--- config.mk ---
export PLATFORM = sky130hd
export DESIGN_NAME = shot_gate_heat_budget
export DESIGN_NICKNAME = d
export VERILOG_FILES = /design/src/sv/sgh_pkg.sv /design/src/sv/sgh_gate.sv /design/src/sv/shot_gate_heat_budget.sv
export SDC_FILE = /design/constraint.sdc
export NUM_CORES = 2
export LEC_CHECK = 0
export BUFFER_PORTS_ARGS = -buffer_cell sky130_fd_sc_hd__buf_2
export CORE_UTILIZATION = 59
export DETAILED_ROUTE_END_ITERATION = 12
export PLACE_DENSITY = 0.8
export SLEW_MARGIN = 20
export SYNTH_ARGS = -nofsm -noshare
export SYNTH_HDL_FRONTEND = slang
export SYNTH_HIERARCHICAL = 1
export SYNTH_SLANG_ARGS = --single-unit
--- constraint.sdc ---
create_clock -name clock -period 19.5 [get_ports clock]
set_clock_uncertainty 0.05 [all_clocks]
set_input_delay 3.9 -clock clock [delete_from_list [all_inputs] [get_ports clock]]
set_output_delay 3.9 -clock clock [all_outputs]
set_load 0.01 [all_outputs]
--- src/sv/sgh_pkg.sv ---
// ----------------------------------------------------------------------------
// sgh_pkg
// Types and constants shared by the shot gate with heat budget.
// ----------------------------------------------------------------------------
`default_nettype none

package sgh_pkg;

   // Register map, one 32-bit word per register.
   localparam int unsigned CSR_ADDR_W = 5;
   localparam logic [2:0] REG_HEAT_PER_SHOT  = 3'd0;
   localparam logic [2:0] REG_SINGLE_GAP_MS  = 3'd1;
   localparam logic [2:0] REG_BURST_GAP_MS   = 3'd2;
   localparam logic [2:0] REG_FAST_GAP_MS    = 3'd3;
   localparam logic [2:0] REG_BURST_AFTER_MS = 3'd4;

   localparam logic [9:0]  RST_HEAT_PER_SHOT  = 10'd10;
   localparam logic [15:0] RST_SINGLE_GAP_MS  = 16'd200;
   localparam logic [15:0] RST_BURST_GAP_MS   = 16'd833;
   localparam logic [15:0] RST_FAST_GAP_MS    = 16'd100;
   localparam logic [15:0] RST_BURST_AFTER_MS = 16'd100;

   // Shooting modes.
   localparam logic [1:0] MODE_NORMAL  = 2'd0;
   localparam logic [1:0] MODE_FAST    = 2'd1;
   localparam logic [1:0] MODE_REVERSE = 2'd2;
   localparam logic [1:0] MODE_NONE    = 2'd3;

   // Milli-unit scale factors.
   localparam logic [19:0] MILLI_PER_HEAT   = 20'd1000;
   localparam logic [20:0] MILLI_HEADROOM   = 21'd1500;
   localparam logic [25:0] MILLI_PER_HEAT_W = 26'd1000;

   typedef enum logic [1:0] {
      PWR_DEAD   = 2'd0,
      PWR_REVIVE = 2'd1,
      PWR_WORK   = 2'd2
   } sgh_pwr_type;

   typedef struct packed {
      logic [9:0]  heat_per_shot;
      logic [15:0] single_gap_ms;
      logic [15:0] burst_gap_ms;
      logic [15:0] fast_gap_ms;
      logic [15:0] burst_after_ms;
   } sgh_cfg_type;

   typedef struct packed {
      logic [31:0] now_ms;
      logic        shoot_request;
      logic [1:0]  mode;
      logic        ref_power_on;
      logic        any_motor_on;
      logic        feeder_ready;
      logic        wheels_ready;
      logic [15:0] ref_heat;
      logic [15:0] ref_heat_limit;
      logic [15:0] cooling_per_s;
   } sgh_req_type;

   typedef struct packed {
      sgh_pwr_type pwr;
      logic [31:0] heat_milli;
      logic [31:0] held_ms;
      logic [31:0] last_shot_ms;
      logic [31:0] prev_now_ms;
   } sgh_state_type;

   typedef struct packed {
      logic        fire;
      logic [1:0]  power_state;
      logic [31:0] heat_estimate_milli;
   } sgh_rsp_type;

endpackage

`default_nettype wire

--- src/sv/sgh_gate.sv ---
// ----------------------------------------------------------------------------
// sgh_gate
// One control tick: power state update, heat cooling, hold time and fire gate.
// ----------------------------------------------------------------------------
`default_nettype none

module sgh_gate
   import sgh_pkg::*;
(
   input  sgh_cfg_type   cfg,
   input  sgh_req_type   req,
   input  sgh_state_type cur,
   output sgh_state_type nxt,
   output sgh_rsp_type   rsp
);

   logic [31:0] elapsed;
   logic        pwr_on;
   sgh_pwr_type pwr_new;
   logic [47:0] cool;
   logic [31:0] cooled;
   logic [32:0] held_sum;
   logic [31:0] held_new;
   logic [15:0] gap;
   logic        gap_ok;
   logic [25:0] ref_heat_milli;
   logic [31:0] heat_max;
   logic [33:0] heat_need;
   logic [33:0] limit_milli;
   logic        headroom_ok;
   logic        fire;
   logic [19:0] shot_milli;
   logic [32:0] heat_sum;
   logic [31:0] heat_new;

   always_comb begin
      elapsed = req.now_ms - cur.prev_now_ms;
      pwr_on  = req.ref_power_on | req.any_motor_on;

      if (!pwr_on) begin
         pwr_new = PWR_DEAD;
      end else begin
         case (cur.pwr)
            PWR_DEAD:   pwr_new = PWR_REVIVE;
            PWR_REVIVE: pwr_new = (req.feeder_ready && req.wheels_ready) ? PWR_WORK
                                                                         : PWR_REVIVE;
            PWR_WORK:   pwr_new = PWR_WORK;
            default:    pwr_new = PWR_DEAD;
         endcase
      end

      // Cooling in milli-units is exactly cooling_per_s times elapsed milliseconds.
      cool   = {32'd0, req.cooling_per_s} * {16'd0, elapsed};
      cooled = (cool >= {16'd0, cur.heat_milli}) ? 32'd0
                                                 : cur.heat_milli - cool[31:0];

      held_sum = {1'b0, cur.held_ms} + {1'b0, elapsed};
      if (!req.shoot_request) begin
         held_new = 32'd0;
      end else if (held_sum[32]) begin
         held_new = '1;
      end else begin
         held_new = held_sum[31:0];
      end

      gap = (held_new > {16'd0, cfg.burst_after_ms}) ? cfg.burst_gap_ms
                                                     : cfg.single_gap_ms;

      // Headroom passes when limit - max(ref, local) is at least 1.5 shots.
      ref_heat_milli = {10'd0, req.ref_heat} * MILLI_PER_HEAT_W;
      heat_max  = (cooled > {6'd0, ref_heat_milli}) ? cooled : {6'd0, ref_heat_milli};
      heat_need = {2'd0, heat_max}
                + {13'd0, {11'd0, cfg.heat_per_shot} * MILLI_HEADROOM};
      limit_milli = {8'd0, {10'd0, req.ref_heat_limit} * MILLI_PER_HEAT_W};
      headroom_ok = (limit_milli >= heat_need);

      case (req.mode)
         MODE_NORMAL: begin
            gap_ok = (req.now_ms - cur.last_shot_ms) > {16'd0, gap};
            fire   = req.shoot_request && gap_ok && headroom_ok;
         end
         MODE_FAST: begin
            gap_ok = (req.now_ms - cur.last_shot_ms) > {16'd0, cfg.fast_gap_ms};
            fire   = req.shoot_request && gap_ok;
         end
         default: begin
            gap_ok = 1'b0;
            fire   = 1'b0;
         end
      endcase

      shot_milli = {10'd0, cfg.heat_per_shot} * MILLI_PER_HEAT;
      heat_sum   = {1'b0, cooled} + {13'd0, shot_milli};
      if (!fire) begin
         heat_new = cooled;
      end else if (heat_sum[32]) begin
         heat_new = '1;
      end else begin
         heat_new = heat_sum[31:0];
      end

      nxt.pwr         = pwr_new;
      nxt.prev_now_ms = req.now_ms;
      if (pwr_new == PWR_WORK) begin
         nxt.heat_milli   = heat_new;
         nxt.held_ms      = held_new;
         nxt.last_shot_ms = fire ? req.now_ms : cur.last_shot_ms;
      end else begin
         fire             = 1'b0;
         nxt.heat_milli   = 32'd0;
         nxt.held_ms      = 32'd0;
         nxt.last_shot_ms = cur.last_shot_ms;
      end

      rsp.fire                = fire;
      rsp.power_state         = pwr_new;
      rsp.heat_estimate_milli = nxt.heat_milli;
   end

endmodule

`default_nettype wire

--- src/sv/shot_gate_heat_budget.sv ---
// Result path: the input register takes the request, and the result register
// is written with the tick state when the held request advances.
// Throughput: one request per cycle while rsp_stall is low; the state update
// is a single pass of logic, bounded by the 16 x 32 cooling multiplier feeding
// the heat compares.
// Reset: synchronous, active high; clears valid flags and tick state, and
// loads the register defaults.
// ----------------------------------------------------------------------------
// shot_gate_heat_budget
// Shooter fire gate with power state machine and local heat budget.
// ----------------------------------------------------------------------------
`default_nettype none

module shot_gate_heat_budget
   import sgh_pkg::*;
(
   input  wire logic                  clock,
   input  wire logic                  reset,

   input  wire logic                  req_valid,
   output      logic                  req_stall,
   input  wire logic [31:0]           req_now_ms,
   input  wire logic                  req_shoot_request,
   input  wire logic [1:0]            req_mode,
   input  wire logic                  req_ref_power_on,
   input  wire logic                  req_any_motor_on,
   input  wire logic                  req_feeder_ready,
   input  wire logic                  req_wheels_ready,
   input  wire logic [15:0]           req_ref_heat,
   input  wire logic [15:0]           req_ref_heat_limit,
   input  wire logic [15:0]           req_cooling_per_s,

   output      logic                  rsp_valid,
   input  wire logic                  rsp_stall,
   output      logic                  rsp_fire,
   output      logic [1:0]            rsp_power_state,
   output      logic [31:0]           rsp_heat_estimate_milli,

   input  wire logic                  psel,
   input  wire logic                  penable,
   input  wire logic                  pwrite,
   input  wire logic [CSR_ADDR_W-1:0] paddr,
   input  wire logic [31:0]           pwdata,
   output      logic [31:0]           prdata,
   output      logic                  pready
);

   sgh_cfg_type   cfg_ff;
   sgh_cfg_type   cfg_in;
   logic          in_valid_ff;
   logic          in_valid_in;
   sgh_req_type   in_ff;
   sgh_req_type   in_in;
   sgh_state_type state_ff;
   sgh_state_type state_in;
   logic          out_valid_ff;
   logic          out_valid_in;
   sgh_rsp_type   out_ff;
   sgh_rsp_type   out_in;

   sgh_state_type gate_nxt;
   sgh_rsp_type   gate_rsp;
   logic          advance;
   logic          csr_write;
   logic [2:0]    csr_index;

   sgh_gate u_gate (
      .cfg (cfg_ff),
      .req (in_ff),
      .cur (state_ff),
      .nxt (gate_nxt),
      .rsp (gate_rsp)
   );

   // The held request moves on when the result register is empty or draining.
   assign advance   = in_valid_ff && (!out_valid_ff || !rsp_stall);
   assign req_stall = in_valid_ff && !advance;

   assign pready    = 1'b1;
   assign csr_index = paddr[4:2];
   assign csr_write = psel && penable && pwrite;

   always_comb begin
      case (csr_index)
         REG_HEAT_PER_SHOT:  prdata = {22'd0, cfg_ff.heat_per_shot};
         REG_SINGLE_GAP_MS:  prdata = {16'd0, cfg_ff.single_gap_ms};
         REG_BURST_GAP_MS:   prdata = {16'd0, cfg_ff.burst_gap_ms};
         REG_FAST_GAP_MS:    prdata = {16'd0, cfg_ff.fast_gap_ms};
         REG_BURST_AFTER_MS: prdata = {16'd0, cfg_ff.burst_after_ms};
         default:            prdata = 32'd0;
      endcase
   end

   always_comb begin
      cfg_in = cfg_ff;
      if (csr_write) begin
         case (csr_index)
            REG_HEAT_PER_SHOT:  cfg_in.heat_per_shot  = pwdata[9:0];
            REG_SINGLE_GAP_MS:  cfg_in.single_gap_ms  = pwdata[15:0];
            REG_BURST_GAP_MS:   cfg_in.burst_gap_ms   = pwdata[15:0];
            REG_FAST_GAP_MS:    cfg_in.fast_gap_ms    = pwdata[15:0];
            REG_BURST_AFTER_MS: cfg_in.burst_after_ms = pwdata[15:0];
            default:            cfg_in = cfg_ff;
         endcase
      end

      in_valid_in = in_valid_ff;
      in_in       = in_ff;
      if (req_valid && !req_stall) begin
         in_valid_in          = 1'b1;
         in_in.now_ms         = req_now_ms;
         in_in.shoot_request  = req_shoot_request;
         in_in.mode           = req_mode;
         in_in.ref_power_on   = req_ref_power_on;
         in_in.any_motor_on   = req_any_motor_on;
         in_in.feeder_ready   = req_feeder_ready;
         in_in.wheels_ready   = req_wheels_ready;
         in_in.ref_heat       = req_ref_heat;
         in_in.ref_heat_limit = req_ref_heat_limit;
         in_in.cooling_per_s  = req_cooling_per_s;
      end else if (advance) begin
         in_valid_in = 1'b0;
      end

      state_in     = advance ? gate_nxt : state_ff;
      out_in       = advance ? gate_rsp : out_ff;
      out_valid_in = advance || (out_valid_ff && rsp_stall);
   end

   always_ff @(posedge clock) begin
      if (reset) begin
         cfg_ff.heat_per_shot  <= RST_HEAT_PER_SHOT;
         cfg_ff.single_gap_ms  <= RST_SINGLE_GAP_MS;
         cfg_ff.burst_gap_ms   <= RST_BURST_GAP_MS;
         cfg_ff.fast_gap_ms    <= RST_FAST_GAP_MS;
         cfg_ff.burst_after_ms <= RST_BURST_AFTER_MS;
         in_valid_ff           <= 1'b0;
         out_valid_ff          <= 1'b0;
         state_ff.pwr          <= PWR_DEAD;
         state_ff.heat_milli   <= 32'd0;
         state_ff.held_ms      <= 32'd0;
         state_ff.last_shot_ms <= 32'd0;
         state_ff.prev_now_ms  <= 32'd0;
      end else begin
         cfg_ff       <= cfg_in;
         in_valid_ff  <= in_valid_in;
         out_valid_ff <= out_valid_in;
         state_ff     <= state_in;
      end
      in_ff  <= in_in;
      out_ff <= out_in;
   end

   assign rsp_valid               = out_valid_ff;
   assign rsp_fire                = out_ff.fire;
   assign rsp_power_state         = out_ff.power_state;
   assign rsp_heat_estimate_milli = out_ff.heat_estimate_milli;

endmodule

`default_nettype wire

==> metrics.md <==
| Metric | Value |
|---|---|
| Top post-synthesis cells by count | `825 x inv_1, 802 x nand2_1, 592 x fa_1, 591 x ha_1, 406 x a21oi_1` |
| Crit end category | `flip-flop` |
| Reg2reg end | `state_ff[110]` |
| Vias in the first global route | `approximately 42000` |
| Die width | `294 um` |
| Fin worst setup slack | `about 0.66 ns` |
| Fraction of registers with async set/reset | `0%` |
| CTS tree | `yes` |
| Post-synth EDFFs | `between 100 and 150` |
| Yosys cell types | `between 100 and 150` |
| WS Path Type | `flip-flop to flip-flop` |
| Max Slew Vio Count | `0` |
| Max incr delay on CP | `between 0.5 and 0.6 ns` |
| Hold wc startpoint | `state_ff[48]` |
| Final Util | `~65%` |
| Area share of the largest cell type after synthesis | `a little under a quarter` |
| Hold depth | `2` |
| Fillers | `a little under 7000` |
| Starting Density | `between 50% and 60%` |
| Worst r2r src | `in_ff[55]` |
| Worst Hold Class | `flip-flop to flip-flop` |
| Worst EP arrival | `19.31 ns` |
| CTS Buffer Depth | `3` |
| Yosys Warn Count | `6` |
| Max-cap violation count | `0` |
| Mapped Avg Cell Area | `between 8 and 9 sq um` |
| Peak Freq | `about 53 MHz` |
| TritonRoute pass-1 iters | `6` |
| Top post-synthesis cells by area | `fa_1 23%, ha_1 15%, dfxtp_1 8.2%, edfxtp_1 7.3%, inv_1 6.1%` |
| Die Area | `roughly 87000 sq um` |
| Via count | `about 42000` |
| Worst EP required | `roughly 20 ns` |
| Final hold vios | `0` |
| Detail Route Antenna Nets | `0` |
| Floorplan Core Area | `~84000 sq um` |
| Average vias per placed instance | `between 5 and 6` |
| Flop-to-flop setup slack | `approximately 0.66 ns` |
| GPL Wtd Cong | `around 1` |
| Hold EP | `state_ff[48]` |
| Outcome | `completed` |
| Total Wirelength | `140 mm` |
| Primary FF master, synth | `dfxtp_1` |
| CTS sink count | `roughly 330` |
| Register area share after synthesis | `15.4%` |
| Later-pin clock latency in the skew report | `roughly 0.6 ns` |
| Synthesized cell area | `about 50000 sq um` |
| HPWL after detailed placement | `approximately 110 mm` |
| Max Fanout on Critical Path | `8` |
| Synthesis-to-finish area growth | `8.82%` |
| Hold Buf Count CTS | `0` |
| CP most frequent cell | `a21o_1` |
| Slowest cell on the critical path | `fa_1` |
| DR WL/cell | `approximately 19 um` |
| Htree depth | `2` |
| Worst Max-Slew Pin Slew | `approximately 1.1 ns` |
| DIE HEIGHT | `approximately 290 um` |
| Slew margin rel. | `slightly below 30%` |
| Nets@finish | `7311` |
| GRT Overall Usage | `between 30% and 40%` |
| Gr ovfl total | `0` |
| Layout cells sized above 1 | `10.8%` |
| Final period util | `between 90% and 100%` |
| Largest net degree at the start of global routing | `roughly 120` |
| Clock root buffer | `clkbuf_16` |
| First-pass GRT wire length | `221 mm` |
| Pre-CTS setup slack | `-0.794 ns` |
| Antenna diodes | `0` |
| Post-route DRC | `0` |
| Row count | `about 110` |
| Final setup viols | `0` |
| Count leader, synth | `inv_1` |
| Mapped Cells | `a little under 6000` |
| Crit path time final | `between 15 and 20 ns` |
| Clock-pin slew on the worst setup and hold paths | `roughly 0.06 ns` |
| DRT iter0 DRCs | `between 3000 and 4000` |
| Total CTS buffers | `41` |
| Number of synthesized register bits | `approximately 330` |
| Number of primary I/O pins | `about 200` |
| Reg2Reg Depth | `90` |
| Critical path launch point type | `flip-flop` |
| Buffers on Ports | `~170` |
| Cell taking the most area after synthesis | `fa_1` |
| Initial antenna violation count | `1` |
layer usage:
| metal | GRT usage [%] | routed length [um] | vias to the layer above |
|---|---|---|---|
| met5 | 0 | 0 | - |
| met4 | 10.2 | 4640 | 0 |
| met3 | 6.34 | 12100 | 371 |
| met2 | 52.6 | 64900 | 1815 |
| met1 | 42.8 | 58000 | 20582 |
| li1 | - | - | 19530 |
cell type report:
cell class | count | area [sq um] | share of cell area (%)
Clock buffer | 54 | 1170 | 2.13
Clock inverter | 21 | 169 | 0.308
Inverter | 828 | 3110 | 5.67
Multi-Input combinational cell | 4385 | 38400 | 70.0
Sequential cell | 328 | 7790 | 14.2
Tap cell | 1134 | 1420 | 2.58
Timing Repair Buffer | 413 | 2830 | 5.15
cells in the final DEF (no fill, tap or decap), drive strengths merged, types with 18 or more instances in the layout:
| master | count |
|---|---|
| or3 | 22 |
| nand2 | 804 |
| a21oi | 412 |
| nor4 | 25 |
| fa | 592 |
| a211oi | 26 |
| inv | 835 |
| o21ai | 203 |
| mux2i | 113 |
| a22oi | 28 |
| o21bai | 33 |
| a31oi | 29 |
| and3 | 30 |
| o22ai | 25 |
| and2 | 223 |
| clkbuf | 54 |
| nor2 | 229 |
| xor2 | 79 |
| o211ai | 25 |
| a21o | 92 |
| nand4 | 52 |
| o21a | 36 |
| nor2b | 65 |
| nor3 | 65 |
| buf | 412 |
| a211o | 18 |
| dfxtp | 206 |
| xnor2 | 145 |
| nand3 | 67 |
| edfxtp | 122 |
| nand2b | 120 |
| ha | 591 |
| a311oi | 20 |
worst max-delay path, delay by kind of cell, from the launching register on:
kind	cells	cell delay, ns
compound gates	42	8.17
fa+ha+maj	13	5.20
simple gates	20	2.80
buf+inv	11	1.26
xor+xnor	3	0.49
flops	1	0.37
mux	1	0.37
registers in the layout, summed over array words and instances (netlist names):
| register | flops |
|---|---|
| cfg_ff | 74 |
| state_ff | 130 |
| rsp_heat_estimate_milli | 32 |
| in_valid_ff | 1 |
| in_ff | 87 |
| rsp_fire | 1 |
| rsp_valid | 1 |
| rsp_power_state | 2 |
how the worst max path moves through the flow:
stage	start	end	slack [ns]	depth (start not counted)
2_1_floorplan	in_ff[56]	rsp_heat_estimate_milli[24]	0.74	90
5_1_grt	in_ff[55]	state_ff[110]	-0.15	90
3_3_place_gp	in_ff[55]	state_ff[120]	-0.47	86
3_5_place_dp	in_ff[55]	state_ff[120]	-0.79	90
4_1_cts	in_ff[56]	state_ff[32]	0.004	89
6_report	in_ff[55]	state_ff[110]	0.66	90
what timing repair did:
| item | CTS | global route |
|---|---|---|
| gates cloned | 1 | 2 |
| pin swaps | 8 | 62 |
| endpoints found under the setup margin | 97 | 97 |
| resized for setup | 16 | 99 |
| buffers inserted | 7 | 28 |
cells by family (layout without fill, tap and decap cells):
group,after synthesis,in the layout,synth area share [%]
other,2,17,0.0149
adders and majority gates,1183,1183,38.2
xor gates and xnor gates,224,224,3.89
DFF,328,328,15.4
muxes,127,127,2.56
and+or+nand+nor,1762,1765,16.9
AOI/OAI and AO/OA,1069,1069,13.5
buffers and inverters,1134,1316,9.53
metrics by stage:
step | std cells | hold WS (ns) | setup TNS, ns | cell area [sq um]
after floorplan | 5844 | 0.386 | 0 | 50500
after global placement | 7050 | 0.391 | -29.43 | 52800
after detailed placement | 7050 | 0.396 | -60.51 | 52800
after CTS | 7133 | 0.405 | 0 | 54200
after global routing | 7163 | 0.422 | -1.43 | 54900
final | 7163 | 0.401 | 0 | 54900
Power is not shown: default switching activity piles up to over one toggle a cycle in this logic, so the estimate is an artifact.
